## config.mk

```make
export PLATFORM = sky130hd
export DESIGN_NAME = bpe_ctrl
export DESIGN_NICKNAME = d
export VERILOG_FILES = /design/src/hdl/bpe_pkg.sv /design/src/hdl/bpe_ctrl.sv
export SDC_FILE = /design/constraint.sdc
export NUM_CORES = 1
export LEC_CHECK = 0
export CAP_MARGIN = 20
export CORE_AREA = 5 5 93 95
export CTS_BUF_LIST = sky130_fd_sc_hd__clkbuf_4
export DETAILED_ROUTE_END_ITERATION = 6
export DIE_AREA = 0 0 98 100
export DONT_BUFFER_PORTS = 1
export GPL_TIMING_DRIVEN = 0
export PLACE_DENSITY = 0.8
export SYNTH_ARGS = -nofsm -noshare
export SYNTH_HDL_FRONTEND = slang
export SYNTH_SLANG_ARGS = --single-unit
```

## constraint.sdc

```tcl
create_clock -name clk -period 11.4 [get_ports clk]
set_input_delay 2.28 -clock clk [delete_from_list [all_inputs] [get_ports clk]]
set_output_delay 2.28 -clock clk [all_outputs]
set_load 0.01 [all_outputs]
```

## src/hdl/bpe_pkg.sv

```systemverilog
// types, constants and term ordering tables of the polynomial evaluator
package bpe_pkg;

	localparam int MaxTermsDef = 55;
	localparam int NumMono     = 55;
	localparam int MaxDeg      = 9;
	localparam int DegW        = 4;
	localparam int IdxW        = 6;
	localparam int CoefW       = 32;
	localparam int XyW         = 16;
	localparam int MonoW       = 32;
	localparam int ProdW       = MonoW + XyW;
	localparam int TprodW      = CoefW + MonoW;
	localparam int TermW       = 34;
	localparam int AccW        = 50;
	localparam int ValW        = 48;
	localparam int PaddrW      = 3;
	localparam int PdataW      = 32;

	localparam logic [IdxW-1:0]   NoMono     = '1;
	localparam logic [7:0]        NoTerm     = 8'hFF;
	localparam logic [PaddrW-1:0] RegDegAddr = PaddrW'(0);

	// controller states
	typedef enum logic [4:0] {
		ST_IDLE   = 5'b00001,
		ST_FILL   = 5'b00010,
		ST_TERM   = 5'b00100,
		ST_DRAIN  = 5'b01000,
		ST_FINISH = 5'b10000
	} state_t;

	// controller to datapath
	typedef struct packed {
		logic            xy_load;
		logic            coef_we;
		logic            fill_init;
		logic            fill_step;
		logic            fill_row;
		logic [IdxW-1:0] mono_waddr;
		logic            term_rd;
		logic [IdxW-1:0] term_slot;
		logic [IdxW-1:0] term_mono;
		logic            acc_clear;
		logic            out_load;
	} dp_cmd_t;

	// datapath to controller
	typedef struct packed {
		logic out_free;
	} dp_stat_t;

	// first monomial index of each x exponent row, rows ordered by x then y
	localparam logic [IdxW-1:0] RowBase [10] = '{
		6'd0, 6'd10, 6'd19, 6'd27, 6'd34, 6'd40, 6'd45, 6'd49, 6'd52, 6'd54
	};

	localparam logic [IdxW-1:0] TermCnt [10] = '{
		6'd1, 6'd3, 6'd6, 6'd10, 6'd15, 6'd22, 6'd28, 6'd36, 6'd45, 6'd55
	};

	// term order shared by degrees 0 to 5, entry 0xab is x^a y^b
	localparam logic [7:0] Ord05 [22] = '{
		8'h00,8'h10,8'h01,8'h11,8'h20,8'h02,8'h12,8'h21,8'h30,8'h03,8'h22,
		8'h13,8'h31,8'h40,8'h04,8'h23,8'h32,8'h14,8'h41,8'h50,8'h05,8'hFF
	};

	localparam logic [7:0] Ord6 [28] = '{
		8'h00,8'h10,8'h01,8'h12,8'h11,8'h20,8'h02,8'h30,8'h03,8'h21,8'h13,
		8'h31,8'h22,8'h40,8'h04,8'h60,8'h06,8'h24,8'h42,8'h15,8'h51,8'h33,
		8'h23,8'h32,8'h14,8'h41,8'h05,8'h50
	};

	localparam logic [7:0] Ord7 [36] = '{
		8'h00,8'h10,8'h01,8'h12,8'h11,8'h20,8'h02,8'h30,8'h03,8'h21,8'h13,
		8'h31,8'h22,8'h40,8'h04,8'h60,8'h06,8'h24,8'h42,8'h15,8'h51,8'h33,
		8'h70,8'h07,8'h43,8'h25,8'h52,8'h16,8'h61,8'h23,8'h32,8'h14,8'h41,
		8'h34,8'h05,8'h50
	};

	localparam logic [7:0] Ord8 [45] = '{
		8'h00,8'h10,8'h01,8'h12,8'h11,8'h20,8'h02,8'h30,8'h03,8'h21,8'h71,
		8'h62,8'h17,8'h26,8'h13,8'h31,8'h22,8'h40,8'h04,8'h60,8'h06,8'h44,
		8'h24,8'h42,8'h15,8'h51,8'h33,8'h70,8'h07,8'h35,8'h43,8'h25,8'h52,
		8'h16,8'h61,8'h23,8'h32,8'h14,8'h41,8'h34,8'h05,8'h50,8'h53,8'h80,
		8'h08
	};

	localparam logic [7:0] Ord9 [55] = '{
		8'h00,8'h10,8'h01,8'h12,8'h11,8'h20,8'h02,8'h30,8'h03,8'h21,8'h71,
		8'h62,8'h17,8'h26,8'h27,8'h90,8'h09,8'h13,8'h31,8'h22,8'h40,8'h04,
		8'h60,8'h06,8'h44,8'h24,8'h42,8'h15,8'h51,8'h33,8'h70,8'h07,8'h35,
		8'h43,8'h25,8'h52,8'h16,8'h61,8'h23,8'h32,8'h14,8'h41,8'h34,8'h05,
		8'h50,8'h53,8'h18,8'h63,8'h45,8'h54,8'h36,8'h72,8'h81,8'h80,8'h08
	};

	// number of slots for a degree, none for degrees without meaning
	function automatic logic [IdxW-1:0] term_count(input logic [DegW-1:0] deg);
		logic [IdxW-1:0] n;
		n = '0;
		if (deg <= DegW'(MaxDeg)) begin
			n = TermCnt[deg];
		end
		return n;
	endfunction

	// monomial index used by slot k of a degree, NoMono for an empty slot
	function automatic logic [IdxW-1:0] slot_mono(input logic [DegW-1:0] deg,
		input logic [IdxW-1:0] k);
		logic [7:0]      t;
		logic [IdxW-1:0] m;
		t = NoTerm;
		m = NoMono;
		priority if (deg <= DegW'(5)) begin
			if (k < IdxW'(22)) t = Ord05[k[4:0]];
		end else if (deg == DegW'(6)) begin
			if (k < IdxW'(28)) t = Ord6[k[4:0]];
		end else if (deg == DegW'(7)) begin
			if (k < IdxW'(36)) t = Ord7[k];
		end else if (deg == DegW'(8)) begin
			if (k < IdxW'(45)) t = Ord8[k];
		end else if (deg == DegW'(9)) begin
			if (k < IdxW'(55)) t = Ord9[k];
		end else begin
			t = NoTerm;
		end
		if (t != NoTerm) begin
			m = RowBase[t[7:4]] + {2'b00, t[3:0]};
		end
		return m;
	endfunction

endpackage

```

## src/hdl/bpe_ctrl.sv

```systemverilog
// controller: request handshake, degree register and evaluation sequencer
module bpe_ctrl #(
	parameter int MAX_TERMS = bpe_pkg::MaxTermsDef
) (
	input  logic                          clk,
	input  logic                          arst_n,
	input  logic                          in_valid,
	output logic                          in_ready,
	input  logic                          cmd,
	input  logic                          psel,
	input  logic                          penable,
	input  logic                          pwrite,
	input  logic [bpe_pkg::PaddrW-1:0]    paddr,
	input  logic [bpe_pkg::PdataW-1:0]    pwdata,
	output logic [bpe_pkg::PdataW-1:0]    prdata,
	input  bpe_pkg::dp_stat_t             dp_stat,
	output bpe_pkg::dp_cmd_t              dp_cmd
);
	import bpe_pkg::*;

	state_t          state_q, state_nxt;
	logic [DegW-1:0] deg_q;
	logic [DegW-1:0] a_q, b_q;
	logic [IdxW-1:0] widx_q, k_q, n_q;
	logic            drain_q;
	logic            accept;
	logic            row_end;
	logic [IdxW-1:0] k_mono;

	assign in_ready = (state_q == ST_IDLE);
	assign accept   = in_valid && in_ready;
	assign row_end  = (b_q == (DegW'(MaxDeg) - a_q));
	assign k_mono   = slot_mono(deg_q, k_q);

	// degree register
	always_ff @(posedge clk or negedge arst_n) begin
		if (!arst_n) begin
			deg_q <= '0;
		end else if (psel && penable && pwrite && (paddr == RegDegAddr)) begin
			deg_q <= pwdata[DegW-1:0];
		end
	end

	assign prdata = (paddr == RegDegAddr) ? PdataW'(deg_q) : '0;

	// next state and datapath commands
	always_comb begin
		state_nxt         = state_q;
		dp_cmd            = '0;
		dp_cmd.fill_row   = row_end;
		dp_cmd.mono_waddr = widx_q;
		dp_cmd.term_slot  = k_q;
		dp_cmd.term_mono  = k_mono;
		unique case (state_q)
			ST_IDLE: begin
				if (accept) begin
					if (cmd) begin
						dp_cmd.coef_we = 1'b1;
					end else begin
						dp_cmd.xy_load   = 1'b1;
						dp_cmd.fill_init = 1'b1;
						dp_cmd.acc_clear = 1'b1;
						state_nxt        = ST_FILL;
					end
				end
			end
			ST_FILL: begin
				dp_cmd.fill_step = 1'b1;
				if (widx_q == IdxW'(NumMono - 1)) begin
					state_nxt = (n_q != '0) ? ST_TERM : ST_DRAIN;
				end
			end
			ST_TERM: begin
				dp_cmd.term_rd = (k_mono != NoMono) && (k_q < IdxW'(MAX_TERMS));
				if (k_q == (n_q - IdxW'(1))) begin
					state_nxt = ST_DRAIN;
				end
			end
			ST_DRAIN: begin
				if (drain_q) begin
					state_nxt = ST_FINISH;
				end
			end
			ST_FINISH: begin
				if (dp_stat.out_free) begin
					dp_cmd.out_load = 1'b1;
					state_nxt       = ST_IDLE;
				end
			end
			default: begin
				state_nxt = ST_IDLE;
			end
		endcase
	end

	always_ff @(posedge clk or negedge arst_n) begin
		if (!arst_n) begin
			state_q <= ST_IDLE;
		end else begin
			state_q <= state_nxt;
		end
	end

	// sequence counters
	always_ff @(posedge clk or negedge arst_n) begin
		if (!arst_n) begin
			a_q     <= '0;
			b_q     <= '0;
			widx_q  <= '0;
			k_q     <= '0;
			n_q     <= '0;
			drain_q <= 1'b0;
		end else begin
			unique case (state_q)
				ST_IDLE: begin
					a_q     <= '0;
					b_q     <= '0;
					widx_q  <= '0;
					k_q     <= '0;
					drain_q <= 1'b0;
					n_q     <= term_count(deg_q);
				end
				ST_FILL: begin
					widx_q <= widx_q + IdxW'(1);
					if (row_end) begin
						a_q <= a_q + DegW'(1);
						b_q <= '0;
					end else begin
						b_q <= b_q + DegW'(1);
					end
				end
				ST_TERM: begin
					k_q <= k_q + IdxW'(1);
				end
				ST_DRAIN: begin
					drain_q <= 1'b1;
				end
				ST_FINISH: begin
					drain_q <= 1'b0;
				end
				default: begin
					drain_q <= 1'b0;
				end
			endcase
		end
	end

endmodule

```

==> run summary, run 1 <==
The adder-cell share of the synthesized area is 0.0784. The initial standard-cell utilization of the core came out at 0.638. The number of enable-type register cells in the synthesized netlist is 0.

The maximum buffer depth of the clock tree came out at 2. In this run the worst path has a maximum fanout of 11. The worst vdd rail ir drop is 0.142 mV.

The detailed-placement wirelength estimate is 12.9 mm. The final reports fail on DRC. After clock tree synthesis, the setup repair step added 0 buffers. The final antenna-violating net count is 0. STA puts the critical path data arrival time at 6540 ps.

Among all stages on the critical path, the largest delay is contributed by dfrtp_1. The proportion of layout cells with a drive suffix above 1 is 0.140. The actual transition at the worst max-transition pin came out at ~660 ps. The detailed-route wire length per cell came out at between 20 and 25 µm. The count of buffers inserted at the top-level ports is 0.

The number of standard cells in the layout, taps in and fillers out is 786. In the global route stage, overall resource usage came out at 0.342. STA classifies the critical path endpoint as an output port.

By startpoint and endpoint, the worst setup path is classified as register to output port. Of the available clock period, the critical path in the final layout requires 0.774. Before antenna repair, the detailed router went through 7 iterations.

The first global-routing pass estimated ~27 mm of wire. For this design the ratio of total power to cell area is 157 nW/µm². The detail-routed via count per cell is 6.91. The post-synthesis compound-gate area fraction was 0.310.

Counting flops with an async set or reset pin after synthesis yields a share of 1.00. For this run, the register share of the synthesized area comes to 0.185. The flop and latch count out of synthesis is 36. The total wire length is 17.1 mm. The share of synthesized area in the top cell type comes to 0.179. The number of maximum-capacitance constraint violations is 0. The number of placement rows came out at 32.

The flow ran to the end, but the final reports show violations. The minimum period implied by the final worst setup slack is 8820 ps. Counting distinct cell types in the post-synthesis netlist gives 85.

The area share of xor/xnor cells in the synthesized design came out at 0.0377. The number of cells upsized or downsized after cts is 0. The width of the die came out at about 98 µm. Sorting the synthesized cells by area gives the leading types as dfrtp_1 (18%), ha_1 (7.4%), o21ai_0 (6.4%).

For this run, the number of Yosys warnings is 0. The required time of the critical path is 9120 ps. After synthesis, the most frequently instantiated cells are nand2_1 (64), o21ai_0 (62), nor2_1 (44).

The top cell type by total area after synthesis is dfrtp_1. In the routed design, unresolved DRC markers number 2. TritonCTS built the clock tree.

The relative max-transition margin came out at 0.560. The highest clock frequency the design can meet came out at 113 MHz. The total count of max-transition violations in the final report is 0. The number of hold buffers added after CTS was 0.

The flip-flop and latch area is 902 µm². The number of antenna repair diodes is 0. The area of combinational cells with multiple inputs is 3480 µm².

The clock latency on the worst-skew pair is between 300 and 400 ps. Synthesis handed over a netlist of 649 instances. The total standard cell area after synthesis is 4880 µm². The maximum number of pins on one net before global-route repair came out at 37. The die area came out at 9800 µm².

The number of filler cells placed in the layout came out at 658. The via count of the first global-routing pass came out at between 5000 and 6000. The number of nets in the layout came out at 756. By instance count, the leading cell after synthesis is nand2_1. After synthesis, the largest family of logic cells by area is compound AO/OA/AOI/OAI gates.

Of the total synthesized cell area, the portion taken by AND, OR, NAND and NOR gates is 0.228. After layout, the design draws a total of about 0.81 mW. The worst hold path belongs to the class register to register. Relative to the synthesized area, the layout overhead comes to 5.89%.

The number of setup violations in the final report is 0. The hold violation count in the final report is 0. Setup repair after global routing left no endpoint under its margin. The tree is rooted in a clkbuf_4. 102 I/O pins were placed. The worst setup path is launched from a register. The number of antenna violations at the first check in global routing was 0.

Once placement completed, the tool counted placed cells totaling 778. Traced cell by cell, the critical path runs through buf_4 > buf_2 > clkinv_1 > ha_1 > clkbuf_1 > clkbuf_1 > o211ai_1 > a32oi_1 > o211ai_1 > a31o_2 > o221ai_1 > ha_1 > o21ai_0 > mux2_2 > fa_1 > nor2b_1 > o21ai_0 > nor2b_1 > or3_1 > o221a_2 > nand2_1 > a21oi_1. The detailed router's first-iteration violation count came out at 982. The setup check on the worst reg-to-reg path leaves a slack of 8380 ps.

For this run, the share of the core covered by cells in the final layout is 0.676. The leakage power summed over all cells came out at 2.20 nW. The fraction of synthesized area in multiplexers is 0.0390. The via count of the routed design came out at between 5000 and 6000.

The die extent in y is 100 µm. Clock tree synthesis inserted a total of 5 buffers. The highest cell delay on the worst timing path came out at about 550 ps. At the end of routability-driven placement, the weighted congestion stood at approximately 1.1. The post-route setup TNS is 0 ps. The register clock-pin slew on the reported worst setup and hold paths is 130 ps. In this run the number of H-tree levels came out at 2. The total number of clock tree sinks came out at 36. The most used flip-flop cell after synthesis is dfrtp_1.

Each instance of the synthesized netlist takes up on average 7.52 µm². The core region is 7650 µm². The total overflow reported by the global router is 0.

The worst clock skew is 19.2 ps.
==> report_power, final <==
group	switching, mW	internal (mW)	total (mW)
registers	0.0290	0.152	0.181
logic	0.354	0.202	0.556
clock network	0.0487	0.0244	0.0732
total	0.432	0.378	0.810
==> layer usage <==
metal,wire length (µm),GRT usage,up-vias
met5,0,0,-
met4,1240,0.212,0
met3,2000,0.0653,121
met2,7640,0.555,458
met1,6180,0.419,2462
li1,-,-,2387
==> worst paths after layout <==
path,start,end,cells past startpoint
max,k_q[0]$_DFFE_PN0P_,dp_cmd[14],22
min,drain_q$_DFFE_PN0N_,drain_q$_DFFE_PN0N_,2
max reg2reg,k_q[0]$_DFFE_PN0P_,k_q[1]$_DFFE_PN0P_,7
min reg2reg,drain_q$_DFFE_PN0N_,drain_q$_DFFE_PN0N_,2
max in group asynchronous,arst_n,state_q[0]$_DFFE_PN1P_,0
min in group asynchronous,arst_n,widx_q[3]$_DFFE_PN0P_,0
==> cells by family (layout without fill, tap and decap cells) <==
kind of cell | Yosys count | count (layout)
flip-flops | 36 | 36
other | 1 | 28
multiplexers | 16 | 16
AO/OA/AOI/OAI | 219 | 219
buffers and inverters | 107 | 115
XOR/XNOR | 21 | 21
adder cells (fa/ha/maj) | 30 | 30
AND/OR/NAND/NOR | 219 | 219
==> layout make-up <==
type,count,area share
clock buffers,5,0.00726
clock inverters,3,0.00411
inverters,26,0.0191
well taps,102,0.0247
plain buffers,81,0.0963
multi-input cells,533,0.674
flip-flops and latches,36,0.174
==> registers in the layout, indices dropped and copies added, names as in the netlist <==
| name | count |
|---|---|
| a_q | 4 |
| b_q | 4 |
| deg_q | 4 |
| drain_q | 1 |
| k_q | 6 |
| n_q | 6 |
| state_q | 5 |
| widx_q | 6 |
==> cells in the final DEF, fill, tap and decap left out, types with 5 or more instances in the layout <==
| master | synthesis | routed |
|---|---|---|
| a211oi_1 | 7 | 7 |
| a21o_1 | 5 | 5 |
| a21oi_1 | 37 | 37 |
| a31oi_1 | 15 | 15 |
| and2_1 | 9 | 9 |
| and3_1 | 6 | 6 |
| buf_1 | 5 | 5 |
| buf_2 | 20 | 20 |
| buf_4 | 37 | 37 |
| clkbuf_1 | 15 | 15 |
| clkbuf_4 | 0 | 5 |
| conb_1 | 1 | 28 |
| dfrtp_1 | 35 | 35 |
| ha_1 | 29 | 29 |
| inv_1 | 23 | 23 |
| mux2i_1 | 10 | 10 |
| nand2_1 | 64 | 64 |
| nand2b_1 | 15 | 15 |
| nand3_1 | 18 | 18 |
| nand3b_1 | 6 | 6 |
| nor2_1 | 44 | 44 |
| nor2b_1 | 13 | 13 |
| nor3_1 | 14 | 14 |
| o2111ai_1 | 6 | 6 |
| o211ai_1 | 11 | 11 |
| o21ai_0 | 62 | 62 |
| o221ai_1 | 7 | 7 |
| o22ai_1 | 10 | 10 |
| o31ai_1 | 6 | 6 |
| or3_1 | 5 | 5 |
| xnor2_1 | 10 | 10 |
| xor2_1 | 11 | 11 |
==> worst max-delay path, delay by kind of cell (launching register included) <==
family	cells	cell delay (ps)
AO/OA/AOI/OAI	9	1750
adder cells (fa/ha/maj)	3	1180
buffers and inverters	5	1710
flip-flops	1	550
multiplexers	1	300
AND/OR/NAND/NOR	4	700
==> per-stage QoR <==
step	hold WS (ps)	setup WS (ps)	cell area, µm²
after floorplan	467	4290	4980
after global placement	486	3280	5110
after detailed placement	507	3190	5110
after CTS	543	2760	5170
after global routing	610	2330	5170
final	535	2580	5170
No activity file was read; power rests on OpenSTA's default activity.
==> run 2: changes to the inputs <==
Settings changed: ABC_AREA set to 1, CORE_AREA 5 5 93 95 to 5 5 91 93, DIE_AREA 0 0 98 100 to 0 0 96 98, PLACE_DENSITY 0.8 to 0.79.
Clock period 11.4 ns to 8.4 ns, I/O delays scaled along.
==> run summary, run 2 <==
The run finished, with violations left. The final reports fail on DRC. nand2_1 is the most common cell in the netlist. The register clock-pin slew on the reported worst setup and hold paths is 110 ps (-20 ps). The routed length on met1 came out at 5.77 mm (-6.6%). The post-synthesis average cell area came out at 6.33 µm² (-16%).

The number of antenna violations at the first check in global routing came out at 0 (unchanged). The proportion of synthesized chip area in sequential cells is 0.196 (+0.0110). The number of cells upsized or downsized after cts was 0 (unchanged).

The hold violation count in the final report came to 0 (unchanged). The actual transition at the worst max-transition pin came out at 737 ps (+75.9 ps). The detailed router used layers up to and including met4.

The number of enable-type register cells in the synthesized netlist is 0 (unchanged). The synthesized instance count is 728 (+12%). The number of clock buffers inserted by TritonCTS is 5 (unchanged).

The total number of yosys warnings came out at 0 (unchanged). The post-route setup TNS was 0 ps (unchanged). Among all stages on the critical path, the largest delay is contributed by dfrtp_1. The number of placed instances with taps included came out at 857 (+10%). The global-route usage over all layers is 0.349 (+0.00717).

The detail-routed via count per cell was 6.14 (-11%). The total count of max-transition violations in the final report is 0 (unchanged). The sequential power share came out at 0.224 (about the same). The total number of clock tree sinks was 36 (unchanged). The total met2 wirelength after detailed routing is 7.41 mm (-3.1%).

The depth of the CTS H-tree is 2 (unchanged). The post-route fraction of the period consumed by the critical path is 0.842. The CTS tree is built.

The flop and latch count out of synthesis is 36 (unchanged). The number of nets in the layout came out at 835 (+10%). The clock latency on the worst-skew pair is 340 ps (-20 ps). The worst vdd rail ir drop came out at 0.211 mV (+48%). The highest clock frequency the design can meet is 141 MHz.

The number of antenna repair diodes is 0 (unchanged). The total overflow reported by the global router is 0 (unchanged). The number of placement rows is 32 (unchanged). Among the stages of the critical path, the cell type that occurs most often is nand2_1. The width of the die is 96 µm (-2.0%). The worst clock skew is 11.5 ps (-7.69 ps). The worst setup path is captured at an output port. Setup repair after global routing left no endpoint under its margin. In the layout the commonest cells are nand2_1 (198), inv_1 (69), nor2_1 (62), nand3_1 (59), o21ai_0 (46).

The synthesized design spends more area on one cell type than any other, namely dfrtp_1. The worst path arrival time came out at 5390 ps (-1150 ps). Among all flip-flop cells after synthesis, the most frequent one is dfrtp_1. The maximum number of pins on one net before global-route repair is 37 (unchanged). The logic gate share of total power is 0.692 (+0.006).

The detailed-route wire length per cell is 18.3 µm (-16%). The highest cell delay on the worst timing path came out at 520 ps (-30 ps). The initial standard-cell utilization of the core came out at 0.619 (-0.0196). The tightest min-delay check is of the register to register type. The async set or reset register ratio after synthesis came out at 1.00 (unchanged). The critical path in this run is classified as register to output port. The clock share of power came to 0.083 (-0.007). The die extent in y is 98 µm (-2.0%). The number of maximum-capacitance constraint violations is 0 (unchanged). The relative max-transition margin is 0.505 (-0.0548). The global-route wire length before repair came out at 25.9 mm (-5.0%).

The total standard cell area after synthesis is 4610 µm² (-5.6%). The detailed-placement wirelength estimate is 12.3 mm (-4.2%). The wire length on met3 was 1.64 mm (-18%). The worst setup path is launched from a register. The total wire length is 15.8 mm (-7.3%). The switching component of the power came to 0.606 mW (+40%). The detailed-routing iteration count for the pre-antenna-repair pass is 7 (unchanged).

The hold buffer count at cts came to 0 (unchanged). The minimum period implied by the final worst setup slack is around 7000 ps. The via count of the routed design came out at 5302 (-2.3%). By count the netlist is led by nand2_1 (198), inv_1 (69), nor2_1 (62). The final antenna-violating net count is 0 (unchanged).

The area of the placeable core is 7450 µm² (-2.6%). The detailed router's first-iteration violation count is 592 (-40%). The maximum buffer depth of the clock tree was 2 (unchanged). The number of standard cells in the layout, taps in and fillers out was 864 (+9.9%). The cell area power density is 220 nW/µm² (+41%). Ranked by total cell area, the synthesized netlist is headed by dfrtp_1 (19%), nand2_1 (16%), ha_1 (7.9%). The commonest non-fill, non-tap cell in the layout is nand2_1. In the final layout, the registers with the most flip-flops are k_q (6), n_q (6), widx_q (6).

The unique cell type count in the Yosys netlist is 54 (-36%). The die area came out at 9410 µm² (-4.0%). The proportion of netlist area held by the largest area contributor is 0.190 (+0.0107). The layout overhead on the synthesized area is 6.05%. The internal power consumption is 0.471 mW (+24%). The maximum fanout encountered on the critical timing path came out at 10 (-1). The count of buffers inserted at the top-level ports is 0 (unchanged).

The required time of the critical path is 6720 ps (-2400 ps). The leakage power summed over all cells came out at 2.57 nW (+17%). The detailed-route DRC error count is 37 (+35). The via count of the first global-routing pass came to 5240 (+0.40%). The proportion of layout cells with a drive suffix above 1 is 0.154 (+0.0132). The number of top-level pins came to 102 (unchanged). The number of setup violations in the final report came to 0 (unchanged). The net switching share of the total power is 0.563 (+0.0295).

The library cell used as clock root buffer is clkbuf_4. The number of setup buffers added after CTS came out at 0 (unchanged). The worst hold margin came to 535 ps (+0.312 ps).

The last weighted congestion value of the routability-driven placer came out at 1.06 (-0.58%).
## run 2: changes by cell type in the layout (fill, tap and decap cells not counted), sizes merged, moves of 15 or more
cell and change:
nand2 +149, nor2 +28, nand2b -15, nand3 +45, inv +63, buf -15
## run 2: layer usage
layer / vias up / GRT usage
li1: 2391 / -
met1: 2400 / 0.438
met2: 403 / 0.557
met3: 108 / 0.0508
met4: 0 / 0.212
met5: - / 0
## run 2: metrics by stage
step	total power [mW]	util	setup slack, ps	area [µm²]
finish	1.08	0.656	1330	4890
global route	1.17	0.656	994	4890
CTS	1.06	0.656	1510	4890
detailed placement	0.969	0.650	1910	4840
global placement	0.934	0.650	1930	4840
floorplan	0.810	-	2860	4710
## run 2: cell type report
| cell class | count | area [µm²] |
|---|---|---|
| Multi-Input combinational cell | 579 | 3090 |
| Fill cell | 651 | 2560 |
| Sequential cell | 36 | 902 |
| Buffer | 53 | 387 |
| Inverter | 87 | 327 |
| Tap cell | 102 | 128 |
| Clock buffer | 5 | 37.5 |
| Clock inverter | 2 | 12.5 |
## run 2: power groups by stage
stage | Clock [mW] | Combinational [mW] | Sequential (mW)
after floorplan | 0 | 0.575 | 0.236
after global placement | 0 | 0.692 | 0.241
after detailed placement | 0 | 0.725 | 0.244
after CTS | 0.0901 | 0.729 | 0.241
after global routing | 0.0983 | 0.828 | 0.246
final | 0.0898 | 0.745 | 0.242
## run 2: worst max-delay path, delay by kind of cell, from the launching register on
family          cells  cell delay, ps
compound gates      6            1000
flops               1             520
fa+ha+maj           3             950
xor+xnor            1             160
buf+inv             6             960
simple gates       14            1470
## run 2: final timing paths
kind / endpoint / slack, ps / cells after the start / start
max in group asynchronous: state_q[0]$_DFFE_PN1P_ / 7190 / 0 / arst_n
worst min-delay path: drain_q$_DFFE_PN0N_ / 540 / 2 / drain_q$_DFFE_PN0N_
worst min register to register: drain_q$_DFFE_PN0N_ / 540 / 2 / drain_q$_DFFE_PN0N_
min in group asynchronous: a_q[3]$_DFFE_PN0P_ / 1020 / 0 / arst_n
worst max register to register: n_q[3]$_DFFE_PN0P_ / 5910 / 6 / state_q[3]$_DFFE_PN0P_
worst max-delay path: dp_cmd[14] / 1330 / 30 / k_q[1]$_DFFE_PN0P_
## run 2: cell families after synthesis
logic type,Yosys count,share of synthesized area
fa+ha+maj,30,0.0831
simple gates,368,0.358
compound gates,139,0.181
flops,36,0.196
other cells,1,0.000814
buf+inv,140,0.155
xor+xnor,14,0.0266
==> run 3: changes to the inputs <==
Settings changed: CORE_AREA 5 5 91 93 to 5 5 93 95, DIE_AREA 0 0 96 98 to 0 0 98 100.
Clock period 8.4 ns to 6.3 ns, I/O delays scaled along.
==> run summary, run 3 (synthesis results as in run 2) <==
The required time of the critical path came out at 5040 ps (-1680 ps). The largest registers in the layout are k_q (6), n_q (6), widx_q (6). The actual transition at the worst max-transition pin was 905 ps (+169 ps). The count of buffers inserted at the top-level ports came out at 0 (unchanged). The run finished with clean final reports.

The total overflow reported by the global router is 0 (unchanged). The detailed-placement wirelength estimate came out at 12.6 mm (+1.8%). The maximum buffer depth of the clock tree came out at 2 (unchanged).

The maximum fanout encountered on the critical timing path came out at 10 (unchanged). The via count of the first global-routing pass came out at 5085 (-3.0%). The detailed-routing iteration count for the pre-antenna-repair pass came out at 6 (-1).

The worst path arrival time came to 4720 ps (-670 ps). By instance count, the cell type seen most on the critical path is nand2_1. The total number of clock tree sinks came to 36 (unchanged).

The clock share of power came out at 0.088 (+0.005). The worst clock skew came out at 19.6 ps (+8.06 ps). The clock latency on the worst-skew pair is 350 ps (about the same). The hold violation count in the final report came out at 0 (unchanged). The width of the die came out at 98 µm (+2.1%). Leaving out fill and tap cells, the most frequent cell in the layout is nand2_1. The switching component of the power came to 0.836 mW (+38%). The critical path is of the register to output port type. The detailed router's first-iteration violation count was 656 (+11%). The global-route wire length before repair came out at 26.0 mm (+0.27%).

The cell depth of the worst min-delay path is 2 (unchanged). The post-route setup TNS came out at 0 ps (unchanged). The hold buffer count at cts came out at 0 (unchanged).

The internal power consumption came to 0.659 mW (+40%). The library cells used most frequently in the layout, excluding fill and tap cells, are nand2_1 (197), inv_1 (67), nor2_1 (62), nand3_1 (59), o21ai_0 (46). The area of the placeable core came out at 7650 µm² (+2.7%). The sequential power share is 0.217 (-0.007). The cell area after layout is 4960 µm² (+1.5%).

The instance area at placement is 4840 µm² (unchanged). The number of nets in the layout came out at 837 (+0.24%). STA classifies the critical path endpoint as an output port. The die area is 9800 µm² (+4.2%). The worst-case reg-to-reg path depth is 10 (+4). The final setup slack of the worst path is 316 ps (-1010 ps).

The setup slack at placement came out at 200 ps (-1710 ps). The cell area power density came out at 301 nW/µm² (+37%). The number of setup violations in the final report came out at 0 (unchanged). The minimum period implied by the final worst setup slack came out at 5980 ps. The detail-routed via count per cell came out at 6.16 (+0.43%). The post-layout utilization of the core came out at 0.649 (-0.00753). The final antenna-violating net count came out at 0 (unchanged). The library cell used as clock root buffer is clkbuf_4.

The tightest min-delay check is of the register to register type. The largest individual stage delay along the critical path comes from the cell dfrtp_2. The number of clock buffers inserted by TritonCTS came out at 5 (unchanged). The last weighted congestion value of the routability-driven placer came out at 1.12 (+6.5%). The initial standard-cell utilization of the core came out at 0.603 (-0.0162). The highest clock frequency the design can meet came out at 167 MHz.

The detailed-route wire length per cell is 19.0 µm (+4.0%). The number of placement rows is 32 (unchanged). The leakage power summed over all cells is 2.60 nW (+0.95%). The via count of the routed design came to 5362 (+1.1%). The total wire length came out at 16.6 mm (+4.7%).

The number of maximum-capacitance constraint violations came out at 0 (unchanged). The total count of max-transition violations in the final report came out at 0 (unchanged). In the finished design, the share of the clock period the worst path needs comes to 0.950. The proportion of layout cells with a drive suffix above 1 was 0.167 (+0.0138). The layout overhead on the synthesized area is 7.66%. The depth of the CTS H-tree is 2 (unchanged). The highest cell delay on the worst timing path is 500 ps (-20 ps). The number of antenna violations at the first check in global routing was 3 (+3). TritonCTS built the clock tree. The detailed-route DRC error count came to 0 (-100%). The maximum number of pins on one net before global-route repair is 37 (unchanged). The net switching share of the total power came out at 0.559 (-0.00335). The register clock-pin slew on the reported worst setup and hold paths came out at 120 ps (about the same). The global-route usage over all layers came out at 0.329 (-0.0207). The worst hold margin came out at 511 ps (-24.9 ps).

The die extent in y came out at 100 µm (+2.0%). The relative max-transition margin came out at 0.392 (-0.113). The number of top-level pins came to 102 (unchanged). The logic gate share of total power is 0.696 (+0.004). The element type at the critical path start is a register. The worst vdd rail ir drop is 0.298 mV (+42%).
run 3: cell types whose count changed in the layout (fill, tap and decap cells not counted), moves of 2 or more:
| cell | before | now |
|---|---|---|
| inv_4 | 0 | 2 |
| dfrtp_2 | 0 | 2 |
| buf_4 | 37 | 40 |
| inv_1 | 69 | 67 |
| clkbuf_4 | 5 | 7 |
| dfrtp_1 | 35 | 33 |
| diode_2 | 0 | 3 |
run 3: final cells by class:
class                   count  area [µm²]
diodes                      3        7.51
plain buffers              53         389
clock buffers               7        52.6
clock inverters             1        8.76
fillers                   686        2690
inverters                  87         335
multi-input cells         579        3120
flip-flops and latches     36         905
well taps                 102         128
repair buffers              2        15.0
run 3: layer usage:
layer / wire, µm / up-vias / global-route usage
li1: - / 2424 / -
met4: 1240 / 0 / 0.229
met5: 0 / - / 0
met1: 5860 / 2404 / 0.388
met3: 1770 / 108 / 0.0653
met2: 7700 / 426 / 0.537
run 3: power groups by stage:
| stage | registers, mW | clock network (mW) | logic (mW) |
|---|---|---|---|
| final | 0.324 | 0.131 | 1.04 |
| after global routing | 0.329 | 0.141 | 1.15 |
| after CTS | 0.321 | 0.133 | 0.987 |
| after detailed placement | 0.325 | 0 | 0.975 |
| after global placement | 0.322 | 0 | 0.920 |
| after floorplan | 0.314 | 0 | 0.767 |
run 3: what timing repair did:
action | CTS | global route
pin swaps | 0 | 1
setup endpoints to repair | 1 | 3
cloned | 0 | 0
resized for setup | 4 | 8
endpoints found under the hold margin | 0 | 0
setup buffers | 0 | 2
run 3: path summary, 6_finish.rpt:
path | endpoint | slack, ps | start
setup / recovery | dp_cmd[14] | 320 | k_q[1]$_DFFE_PN0P_
hold / removal | drain_q$_DFFE_PN0N_ | 510 | drain_q$_DFFE_PN0N_
setup reg to reg | state_q[2]$_DFFE_PN0P_ | 3730 | k_q[4]$_DFFE_PN0P_
hold reg to reg | drain_q$_DFFE_PN0N_ | 510 | drain_q$_DFFE_PN0N_
max in group asynchronous | state_q[0]$_DFFE_PN1P_ | 5530 | arst_n
min in group asynchronous | b_q[2]$_DFFE_PN0P_ | 580 | arst_n
run 3: metrics by stage:
stage / total power, mW / cells
floorplan: 1.08 / 755
global placement: 1.24 / 857
detailed placement: 1.30 / 857
CTS: 1.44 / 865
global route: 1.62 / 870
finish: 1.50 / 870
run 3: critical path: cells and delay by family, from the launching register on:
| kind | cells | cell delay, ps |
|---|---|---|
| adder cells (fa/ha/maj) | 3 | 890 |
| AND/OR/NAND/NOR | 15 | 1510 |
| AO/OA/AOI/OAI | 6 | 750 |
| flip-flops | 1 | 500 |
| buffers and inverters | 6 | 700 |
